### src/sv/cdate_pkg.sv
// shared types, constants and calendar helpers for the date add/subtract block
package cdate_pkg;

  // widths of the held year and of the day count
  localparam int YEAR_BITS  = 16;
  localparam int COUNT_BITS = 16;

  // leap rule constants; a year that is a multiple of 4 is a century year
  // exactly when it is also a multiple of CENTURY / 4
  localparam int LEAP_STEP = 4;
  localparam int CENTURY   = 100;
  localparam int QUAD_CENT = 400;
  localparam int RES_MOD   = CENTURY / LEAP_STEP;
  localparam int RES_W     = $clog2(RES_MOD);
  localparam int QUAD_BITS = $clog2(QUAD_CENT / RES_MOD);
  localparam int STEP_BITS = $clog2(LEAP_STEP);

  // reciprocal of RES_MOD: floor(y / RES_MOD) is (y * RECIP_MUL) >> RECIP_SHIFT
  // for every year value that fits in YEAR_BITS
  localparam int RECIP_SHIFT = YEAR_BITS + $clog2(RES_MOD);
  localparam int RECIP_W     = YEAR_BITS + 1;
  localparam longint unsigned RECIP_MUL =
    ((64'd1 << RECIP_SHIFT) + RES_MOD - 1) / RES_MOD;

  localparam int MONTHS    = 12;
  localparam int FEB       = 2;
  localparam int FEB_DAYS  = 28;
  localparam int LEAP_DAYS = 29;

  localparam logic [YEAR_BITS-1:0] YEAR_MAX = '1;

  typedef enum logic [1:0] {
    OP_SET  = 2'd0,
    OP_ADD  = 2'd1,
    OP_SUB  = 2'd2,
    OP_READ = 2'd3
  } op_t;

  typedef enum logic [1:0] {
    ST_OK      = 2'd0,
    ST_INVALID = 2'd1,
    ST_RANGE   = 2'd2
  } stat_t;

  // one date plus the year modulo RES_MOD that the leap rule needs
  typedef struct packed {
    logic [4:0]           day;
    logic [3:0]           month;
    logic [YEAR_BITS-1:0] year;
    logic [RES_W-1:0]     res;
  } date_t;

  // outcome of one month step
  typedef struct packed {
    logic done;
    logic fail;
  } step_res_t;

  // leap year from the low year bits and the year modulo RES_MOD
  function automatic logic is_leap(input logic [QUAD_BITS-1:0] ylow,
                                   input logic [RES_W-1:0] res);
    logic quad;
    logic quad_cent;
    quad      = (ylow[STEP_BITS-1:0] == '0);
    quad_cent = (ylow == '0);
    return quad && ((res != '0) || quad_cent);
  endfunction

  // days in a month; codes outside 1..12 give 31
  function automatic logic [4:0] month_len(input logic [3:0] m, input logic leap);
    logic [4:0] len;
    case (m)
      4'd2:    len = leap ? 5'(LEAP_DAYS) : 5'(FEB_DAYS);
      4'd4:    len = 5'd30;
      4'd6:    len = 5'd30;
      4'd9:    len = 5'd30;
      4'd11:   len = 5'd30;
      default: len = 5'd31;
    endcase
    return len;
  endfunction

endpackage

### src/sv/cdate_mod25.sv
// year remainder unit for the century part of the leap rule, by reciprocal multiply
module cdate_mod25 (
  input  logic                              clk,
  input  logic                              rst_n,
  input  logic                              start,
  input  logic [cdate_pkg::YEAR_BITS-1:0]   value,
  output logic                              busy,
  output logic [cdate_pkg::RES_W-1:0]       rem
);

  localparam int YW = cdate_pkg::YEAR_BITS;
  localparam int MW = cdate_pkg::RECIP_W;
  localparam int PW = YW + MW;
  localparam int QW = PW - cdate_pkg::RECIP_SHIFT;
  localparam logic [MW-1:0] MUL_K = MW'(cdate_pkg::RECIP_MUL);
  localparam logic [YW-1:0] MOD_K = YW'(cdate_pkg::RES_MOD);

  logic                             busy_r, busy_nxt;
  logic [YW-1:0]                    val_r, val_nxt;
  logic [QW-1:0]                    quo_r, quo_nxt;
  logic [cdate_pkg::RES_W-1:0]      rem_r, rem_nxt;
  logic [PW-1:0]                    prod;
  logic [YW-1:0]                    back;
  logic [YW-1:0]                    diff;

  // first step: quotient from the reciprocal product
  assign prod = {{MW{1'b0}}, value} * {{YW{1'b0}}, MUL_K};

  // second step: remainder is the year minus quotient times the modulus
  assign back = {{(YW-QW){1'b0}}, quo_r} * MOD_K;
  assign diff = val_r - back;

  always_comb begin
    busy_nxt = busy_r;
    val_nxt  = val_r;
    quo_nxt  = quo_r;
    rem_nxt  = rem_r;
    if (start) begin
      busy_nxt = 1'b1;
      val_nxt  = value;
      quo_nxt  = prod[PW-1:cdate_pkg::RECIP_SHIFT];
    end else if (busy_r) begin
      rem_nxt  = cdate_pkg::RES_W'(diff);
      busy_nxt = 1'b0;
    end
  end

  always_ff @(posedge clk) begin
    if (!rst_n) begin
      busy_r <= 1'b0;
    end else begin
      busy_r <= busy_nxt;
    end
    val_r <= val_nxt;
    quo_r <= quo_nxt;
    rem_r <= rem_nxt;
  end

  assign busy = busy_r;
  assign rem  = rem_r;

endmodule

### src/sv/cdate_step.sv
// one month of the date walk: shared count subtractor plus month and year carry
module cdate_step (
  input  cdate_pkg::date_t                  cur,
  input  logic                              dir_sub,
  input  logic [cdate_pkg::COUNT_BITS-1:0]  cnt,
  output cdate_pkg::date_t                  nxt,
  output logic [cdate_pkg::COUNT_BITS-1:0]  cnt_nxt,
  output cdate_pkg::step_res_t              res
);

  localparam int CW = cdate_pkg::COUNT_BITS;

  logic                 leap_cur;
  logic                 leap_new;
  logic [4:0]           mlen_cur;
  logic [5:0]           rem_fwd;
  logic [5:0]           opnd;
  logic [CW:0]          diff;
  logic                 borrow;
  logic [3:0]           month_b;
  logic [cdate_pkg::YEAR_BITS-1:0] year_b;
  logic [cdate_pkg::RES_W-1:0]     res_b;

  // days left in the current month, counting the current day
  assign leap_cur = cdate_pkg::is_leap(cur.year[cdate_pkg::QUAD_BITS-1:0], cur.res);
  assign mlen_cur = cdate_pkg::month_len(cur.month, leap_cur);
  assign rem_fwd  = {1'b0, mlen_cur} - {1'b0, cur.day} + 6'd1;

  // shared subtractor: count minus days consumed by this month
  assign opnd   = dir_sub ? {1'b0, cur.day} : rem_fwd;
  assign diff   = {1'b0, cnt} - (CW + 1)'(opnd);
  assign borrow = diff[CW];

  // previous month and year for the backward walk
  always_comb begin
    month_b = cur.month - 4'd1;
    year_b  = cur.year;
    res_b   = cur.res;
    if (cur.month <= 4'd1) begin
      month_b = 4'(cdate_pkg::MONTHS);
      year_b  = cur.year - 1'b1;
      if (cur.res == '0) begin
        res_b = cdate_pkg::RES_W'(cdate_pkg::RES_MOD - 1);
      end else begin
        res_b = cur.res - 1'b1;
      end
    end
  end

  assign leap_new = cdate_pkg::is_leap(year_b[cdate_pkg::QUAD_BITS-1:0], res_b);

  always_comb begin
    nxt      = cur;
    cnt_nxt  = diff[CW-1:0];
    res.done = 1'b0;
    res.fail = 1'b0;
    if (borrow) begin
      // count ends inside this month
      res.done = 1'b1;
      cnt_nxt  = '0;
      if (dir_sub) begin
        nxt.day = cur.day - cnt[4:0];
      end else begin
        nxt.day = cur.day + cnt[4:0];
      end
    end else if (!dir_sub) begin
      // forward to the first of the next month
      nxt.day = 5'd1;
      if (cur.month >= 4'(cdate_pkg::MONTHS)) begin
        nxt.month = 4'd1;
        if (cur.year == cdate_pkg::YEAR_MAX) begin
          res.fail = 1'b1;
        end
        nxt.year = cur.year + 1'b1;
        if (cur.res == cdate_pkg::RES_W'(cdate_pkg::RES_MOD - 1)) begin
          nxt.res = '0;
        end else begin
          nxt.res = cur.res + 1'b1;
        end
      end else begin
        nxt.month = cur.month + 4'd1;
      end
    end else begin
      // back to the last day of the previous month
      nxt.month = month_b;
      nxt.year  = year_b;
      nxt.res   = res_b;
      nxt.day   = cdate_pkg::month_len(month_b, leap_new);
      if (cur.month <= 4'd1 && cur.year == '0) begin
        res.fail = 1'b1;
      end
    end
  end

endmodule

### src/sv/calendar_date_add_subtract.sv
// Gregorian date register with set, add days, subtract days and read, one
// result beat per input beat. A read passes straight to the result register.
// A set first reduces the year modulo 25 for the century leap check by a
// reciprocal multiply and a multiply-back, then the day is checked against the
// month length. Add and subtract walk the date one month per cycle through a
// shared subtractor. The input is ready again the cycle after the result
// register is loaded; a finished result waits in the output register while the
// next input beat is taken, and a result still waiting there when the next one
// is done holds the block until it is taken.
module calendar_date_add_subtract (
  input  logic                              clk,
  input  logic                              rst_n,
  input  logic                              in_valid,
  output logic                              in_ready,
  input  logic [1:0]                        in_opcode,
  input  logic [4:0]                        in_set_day,
  input  logic [3:0]                        in_set_month,
  input  logic [15:0]                       in_set_year,
  input  logic [15:0]                       in_day_count,
  output logic                              out_valid,
  input  logic                              out_ready,
  output logic [4:0]                        out_cur_day,
  output logic [3:0]                        out_cur_month,
  output logic [15:0]                       out_cur_year,
  output logic [1:0]                        out_status
);

  typedef enum logic [1:0] {
    S_IDLE,
    S_MOD,
    S_WALK,
    S_FIN
  } state_t;

  state_t                                   state_r, state_nxt;
  cdate_pkg::op_t                           op_r, op_nxt;
  cdate_pkg::stat_t                         stat_r, stat_nxt;
  cdate_pkg::date_t                         cur_r, cur_nxt;
  cdate_pkg::date_t                         wrk_r, wrk_nxt;
  logic [cdate_pkg::COUNT_BITS-1:0]         cnt_r, cnt_nxt;
  logic [4:0]                               sday_r, sday_nxt;
  logic [3:0]                               smonth_r, smonth_nxt;
  logic [cdate_pkg::YEAR_BITS-1:0]          syear_r, syear_nxt;
  logic                                     out_valid_r, out_valid_nxt;
  logic [4:0]                               oday_r, oday_nxt;
  logic [3:0]                               omonth_r, omonth_nxt;
  logic [15:0]                              oyear_r, oyear_nxt;
  logic [1:0]                               ostat_r, ostat_nxt;

  logic                                     in_fire;
  logic                                     mod_start;
  logic                                     mod_busy;
  logic [cdate_pkg::RES_W-1:0]              mod_rem;
  cdate_pkg::date_t                         step_nxt;
  logic [cdate_pkg::COUNT_BITS-1:0]         step_cnt;
  cdate_pkg::step_res_t                     step_res;
  logic                                     set_leap;
  logic [4:0]                               set_mlen;
  logic                                     set_ok;

  assign in_ready  = (state_r == S_IDLE);
  assign in_fire   = in_valid && in_ready;
  assign mod_start = in_fire && (cdate_pkg::op_t'(in_opcode) == cdate_pkg::OP_SET);

  // year remainder for the set check
  cdate_mod25 u_mod25 (
    .clk   (clk),
    .rst_n (rst_n),
    .start (mod_start),
    .value (cdate_pkg::YEAR_BITS'(in_set_year)),
    .busy  (mod_busy),
    .rem   (mod_rem)
  );

  // month step unit
  cdate_step u_step (
    .cur     (wrk_r),
    .dir_sub (op_r == cdate_pkg::OP_SUB),
    .cnt     (cnt_r),
    .nxt     (step_nxt),
    .cnt_nxt (step_cnt),
    .res     (step_res)
  );

  // set date check against the month length
  assign set_leap = cdate_pkg::is_leap(syear_r[cdate_pkg::QUAD_BITS-1:0], mod_rem);
  assign set_mlen = cdate_pkg::month_len(smonth_r, set_leap);
  assign set_ok   = (smonth_r >= 4'd1) && (smonth_r <= 4'(cdate_pkg::MONTHS)) &&
                    (sday_r != 5'd0) && (sday_r <= set_mlen);

  // sequencer and result register
  always_comb begin
    state_nxt     = state_r;
    op_nxt        = op_r;
    stat_nxt      = stat_r;
    cur_nxt       = cur_r;
    wrk_nxt       = wrk_r;
    cnt_nxt       = cnt_r;
    sday_nxt      = sday_r;
    smonth_nxt    = smonth_r;
    syear_nxt     = syear_r;
    out_valid_nxt = out_valid_r;
    oday_nxt      = oday_r;
    omonth_nxt    = omonth_r;
    oyear_nxt     = oyear_r;
    ostat_nxt     = ostat_r;

    if (out_valid_r && out_ready) begin
      out_valid_nxt = 1'b0;
    end

    case (state_r)
      S_IDLE: begin
        if (in_fire) begin
          op_nxt     = cdate_pkg::op_t'(in_opcode);
          stat_nxt   = cdate_pkg::ST_OK;
          sday_nxt   = in_set_day;
          smonth_nxt = in_set_month;
          syear_nxt  = cdate_pkg::YEAR_BITS'(in_set_year);
          cnt_nxt    = cdate_pkg::COUNT_BITS'(in_day_count);
          wrk_nxt    = cur_r;
          case (cdate_pkg::op_t'(in_opcode))
            cdate_pkg::OP_SET:  state_nxt = S_MOD;
            cdate_pkg::OP_ADD:  state_nxt = S_WALK;
            cdate_pkg::OP_SUB:  state_nxt = S_WALK;
            default:            state_nxt = S_FIN;
          endcase
        end
      end
      S_MOD: begin
        if (!mod_busy) begin
          if (set_ok) begin
            cur_nxt.day   = sday_r;
            cur_nxt.month = smonth_r;
            cur_nxt.year  = syear_r;
            cur_nxt.res   = mod_rem;
          end else begin
            stat_nxt = cdate_pkg::ST_INVALID;
          end
          state_nxt = S_FIN;
        end
      end
      S_WALK: begin
        if (step_res.fail) begin
          stat_nxt  = cdate_pkg::ST_RANGE;
          state_nxt = S_FIN;
        end else if (step_res.done) begin
          cur_nxt   = step_nxt;
          state_nxt = S_FIN;
        end else begin
          wrk_nxt = step_nxt;
          cnt_nxt = step_cnt;
        end
      end
      S_FIN: begin
        if (!out_valid_r || out_ready) begin
          out_valid_nxt = 1'b1;
          oday_nxt      = cur_r.day;
          omonth_nxt    = cur_r.month;
          oyear_nxt     = 16'(cur_r.year);
          ostat_nxt     = stat_r;
          state_nxt     = S_IDLE;
        end
      end
      default: begin
        state_nxt = S_IDLE;
      end
    endcase
  end

  always_ff @(posedge clk) begin
    if (!rst_n) begin
      state_r       <= S_IDLE;
      out_valid_r   <= 1'b0;
      cur_r.day     <= 5'd1;
      cur_r.month   <= 4'd1;
      cur_r.year    <= '0;
      cur_r.res     <= '0;
    end else begin
      state_r       <= state_nxt;
      out_valid_r   <= out_valid_nxt;
      cur_r         <= cur_nxt;
    end
    op_r     <= op_nxt;
    stat_r   <= stat_nxt;
    wrk_r    <= wrk_nxt;
    cnt_r    <= cnt_nxt;
    sday_r   <= sday_nxt;
    smonth_r <= smonth_nxt;
    syear_r  <= syear_nxt;
    oday_r   <= oday_nxt;
    omonth_r <= omonth_nxt;
    oyear_r  <= oyear_nxt;
    ostat_r  <= ostat_nxt;
  end

  assign out_valid     = out_valid_r;
  assign out_cur_day   = oday_r;
  assign out_cur_month = omonth_r;
  assign out_cur_year  = oyear_r;
  assign out_status    = ostat_r;

  // held date is always a real calendar date
  ast_cur_valid: assert property (@(posedge clk) disable iff (!rst_n)
    (cur_r.month >= 4'd1) && (cur_r.month <= 4'(cdate_pkg::MONTHS)) &&
    (cur_r.day >= 5'd1) &&
    (cur_r.day <= cdate_pkg::month_len(cur_r.month,
      cdate_pkg::is_leap(cur_r.year[cdate_pkg::QUAD_BITS-1:0], cur_r.res))))
    else $error("held date out of range");

  // a walk past the year range keeps the held date
  ast_range_keeps: assert property (@(posedge clk) disable iff (!rst_n)
    (state_r == S_WALK) && step_res.fail |=>
      (cur_r == $past(cur_r)) && (stat_r == cdate_pkg::ST_RANGE))
    else $error("range failure changed the date");

  // year remainder stays below its modulus
  ast_res_range: assert property (@(posedge clk) disable iff (!rst_n)
    cur_r.res < cdate_pkg::RES_W'(cdate_pkg::RES_MOD))
    else $error("year remainder out of range");

  // one beat in progress at a time
  ast_one_item: assert property (@(posedge clk) disable iff (!rst_n)
    in_fire |=> !in_ready)
    else $error("input taken while busy");

endmodule

### config.mk
export PLATFORM = sky130hd
export DESIGN_NAME = calendar_date_add_subtract
export DESIGN_NICKNAME = d
export VERILOG_FILES = /design/src/sv/cdate_pkg.sv /design/src/sv/cdate_mod25.sv /design/src/sv/cdate_step.sv /design/src/sv/calendar_date_add_subtract.sv
export SDC_FILE = /design/constraint.sdc
export NUM_CORES = 1
export LEC_CHECK = 0
export BUFFER_PORTS_ARGS = -buffer_cell sky130_fd_sc_hd__clkbuf_2
export CAP_MARGIN = 20
export CORE_ASPECT_RATIO = 2
export CORE_UTILIZATION = 45
export DETAILED_ROUTE_END_ITERATION = 16
export GPL_TIMING_DRIVEN = 0
export MAX_ROUTING_LAYER = met4
export PLACE_DENSITY = 0.7
export SETUP_SLACK_MARGIN = 0.5
export SYNTH_ARGS = -nofsm -noshare
export SYNTH_HDL_FRONTEND = slang
export SYNTH_SLANG_ARGS = --single-unit
### constraint.sdc
create_clock -name clk -period 9.2 [get_ports clk]
set_input_delay 1.84 -clock clk [delete_from_list [all_inputs] [get_ports clk]]
set_output_delay 1.84 -clock clk [all_outputs]
set_load 0.05 [all_outputs]
==> out/results.ini <==
[run_status]
status = finished clean

[clocking]
postCtsHoldBufs = 0
clockRootBuffer = clkbuf_16
htreeDepth = 4
cts_tree = built
cts_sinks = 151
cts_made_buffers = 17
cts_resized = 0
clk_latency_ns = 0.44
post_cts_buffers = 0
clk_pin_slew_worst_paths_ns = 0.06
clockBufferDepth = 2

[worst_setup_path]
crit_required_ns = 9.38
cp-end-kind = register
max_stage_delay_ns = 0.64
crit_path_start_kind = input pin
worst_ep_arrival_time_ns = 7.42
setup.worst_path.end = u_mod25.quo_r[1]
cp_max_fo = 7
crit_start = in_set_year[4]
critical_path_buf_inv_count = 5
timing.reg2reg.setup_slack_ns = 2.30
worst_path_dominant_cell_family = adder cells
r2r-start = wrk_r[0]
cpMostUsedCell = fa_1
reg2reg_depth = 26
crit_type = input pin to register
cp.depth = 19
slowest_stage = fa_1
r2r-end = wrk_r[14]
worstPathCellList = clkbuf_2 -> fa_1 -> inv_1 -> fa_1 -> inv_1 -> fa_1 -> fa_1 -> fa_1 -> inv_1 -> fa_1 -> inv_1 -> ha_1 -> a21o_1 -> a21o_1 -> a21oi_1 -> o31ai_1 -> o21ai_0 -> mux2i_1 -> o221ai_1

[grt]
overflow = 0
grt_pass1_wl_mm = 56.95
grt_pass1_vias = 10735
antenna_found_initial = 0
grt_max_degree = 28
grt_usage_pct = 27.49

[detailed_routing]
avgViaCountPerCell = 5.680
drt_iter0_drc = 569
post_drt_wl_per_cell_um = 21.02
vias = 9878
drc_errors = 0
firstDrtPassIters = 5
ant_nets = 0
finalWirelength_mm = 36.56

[die]
chipHeight_um = 239.9
die_w_um = 120.9
row_count = 86
dieArea_um2 = 29010
start_util_pct = 46.03
core_area_um2 = 27650
io_pins = 76

[min_path]
min_path_type = register to register
min_delay_path_depth = 0

[sta]
period_needed_ns = 7.234
worst_pin_slew_ns = 1.071
drv_slew = 0
final-hold-violation-count = 0
setup_viol = 0
final.period_utilization_pct = 78.63
setup_ws_ns = 1.966
max_slew_margin_pct = 28.60
skew_ns = 0.009853
fmax_ghz = 0.1382
grt_setup_unrepaired = no

[synth]
yosysMostFrequentCell = inv_1
synth_area_leaders = edfxtp_1, fa_1, ha_1
synth_fp_nets = 1564
netlist_area_um2 = 12730
syn_inst = 1276
yosys-top-cells-count = inv_1, ha_1, edfxtp_1
synth-edff-count = 117
synth_seq_cells = 151
async_flop_share_pct = 0
synth_ff_type = edfxtp_1
yosys.area.top_type = edfxtp_1
yosys_warnings = 0
ys_seq_area_share_pct = 32.95
synth.distinct_cells = 77
syn_avg_cell_area_um2 = 9.976
netlist.area_leader.share_pct = 27.60

[power]
leakage_nw = 6.308
p_per_area_nw_per_um2 = 411.2
vdd_drop_max_uv = 376.5

[finish]
layout-drive-gt1-share_pct = 10.17
utilization_pct = 51.33
diodes = 0
syn_to_final_growth_pct = 11.50
nets = 1662

[placed_design]
io_buffers = 74
dp_hpwl_mm = 29.92
pre_cts_ws_ns = 1.483
globalplace.congestion = 0.9774

[flow_run]
max_cap_violations = 0

## sequential cells by signal, indices dropped and copies added (netlist names), 4 cells and up
register	count
u_mod25.rem	5
sday_r	5
u_mod25.val_r	5
cur_r	30
u_mod25.quo_r	5
syear_r	16
out_cur_month	4
out_cur_year	16
smonth_r	4
cnt_r	16
wrk_r	30
out_cur_day	5
## worst register-to-register path: stages (launching register included)
cell and delay (ns):
edfxtp_1 0.39, clkbuf_1 0.23, inv_1 0.16, ha_1 0.27
nor4b_1 0.57, clkdlybuf4s15_2 0.37, nand2_1 0.07, nand2_1 0.08
a21oi_1 0.09, ha_1 0.19, ha_1 0.21, inv_1 0.08
fa_1 0.21, inv_1 0.05, a21o_1 0.15, a21oi_1 0.17
xnor2_1 0.13, nand2_1 0.09, ha_1 0.40, o2111ai_1 0.30
nand4_2 0.36, clkbuf_1 0.52, buf_2 0.42, nand2_1 0.16
a211oi_4 0.47, buf_8 0.24, buf_8 0.22
## logic make-up after synthesis
group / Yosys count / share of synthesized area [%]
multiplexers: 14 / 1.111
adder cells (fa/ha/maj): 241 / 29.47
XOR/XNOR: 47 / 3.234
AO/OA/AOI/OAI: 256 / 13.51
buffers and inverters: 269 / 8.070
flip-flops: 151 / 32.95
AND/OR/NAND/NOR: 298 / 11.67
## where the power goes
group / leakage [nW] / internal (mW) / switching (mW)
Clock: 0.269 / 0.382 / 0.278
Sequential: 1.40 / 1.13 / 0.218
Combinational: 4.64 / 1.53 / 2.30
Total: 6.31 / 3.04 / 2.79
## per-stage QoR
stage	total power [mW]	cells	hold WS (ns)	setup TNS [ns]	instance area (um2)
6_report	5.837	1739	0.4201	0	14190
5_1_grt	6.352	1739	0.4428	0	14190
4_1_cts	5.843	1739	0.4212	0	14190
3_5_place_dp	5.152	1707	0.4071	0	13640
3_3_place_gp	5.004	1702	0.4069	-126.35	13540
2_1_floorplan	4.037	1276	0.4003	0	12730
## cells in the final DEF (no fill, tap or decap), drive strengths merged, types with 4 or more instances in the layout
cell type,n
fa,98
o221ai,4
nand2,56
mux2i,13
nand4,11
inv,222
o211ai,14
o31ai,10
o21a,17
nor3,20
nor2,111
and3,11
nor4b,4
nand2b,6
ha,143
clkinv,5
a21oi,76
clkbuf,135
nor4,5
or2,7
or3,10
xnor2,34
nand3,22
xor2,13
and2,8
a21o,12
a221oi,7
o21ai,48
dfxtp,34
a31oi,14
buf,16
o2bb2ai,4
o221a,7
a211oi,5
or4,4
edfxtp,117
nor2b,11
o41ai,4
a32o,5
## layer usage
layer / part of all wire, % / wire [um] / global-route usage, % / vias to the layer above
met2: 56 / 20570 / 51.43 / 312
li1: - / - / - / 4599
met3: 3.7 / 1365 / 3.558 / 171
met1: 31 / 11330 / 23.34 / 4796
met4: 9.0 / 3302 / 23.57 / 0
met5: 0 / 0 / - / -
## worst min-delay path by stage
stage	startpoint	end	slack, ns
finish	stat_r[1]	out_status[1]	0.42
global placement	stat_r[0]	out_status[0]	0.41
detailed placement	stat_r[1]	out_status[1]	0.41
global route	stat_r[1]	out_status[1]	0.44
CTS	stat_r[1]	out_status[1]	0.42
floorplan	stat_r[0]	out_status[0]	0.40
## final cells by class
cell class | count | area (um2)
Fill cell | 2532 | 13460
Tap cell | 352 | 440.4
Clock buffer | 25 | 508.0
Multi-Input combinational cell | 856 | 7528
Timing Repair Buffer | 79 | 454.2
Clock inverter | 7 | 41.29
Inverter | 221 | 829.5
Buffer | 48 | 197.7
Sequential cell | 151 | 4194
(Power assumes the default switching activity.)
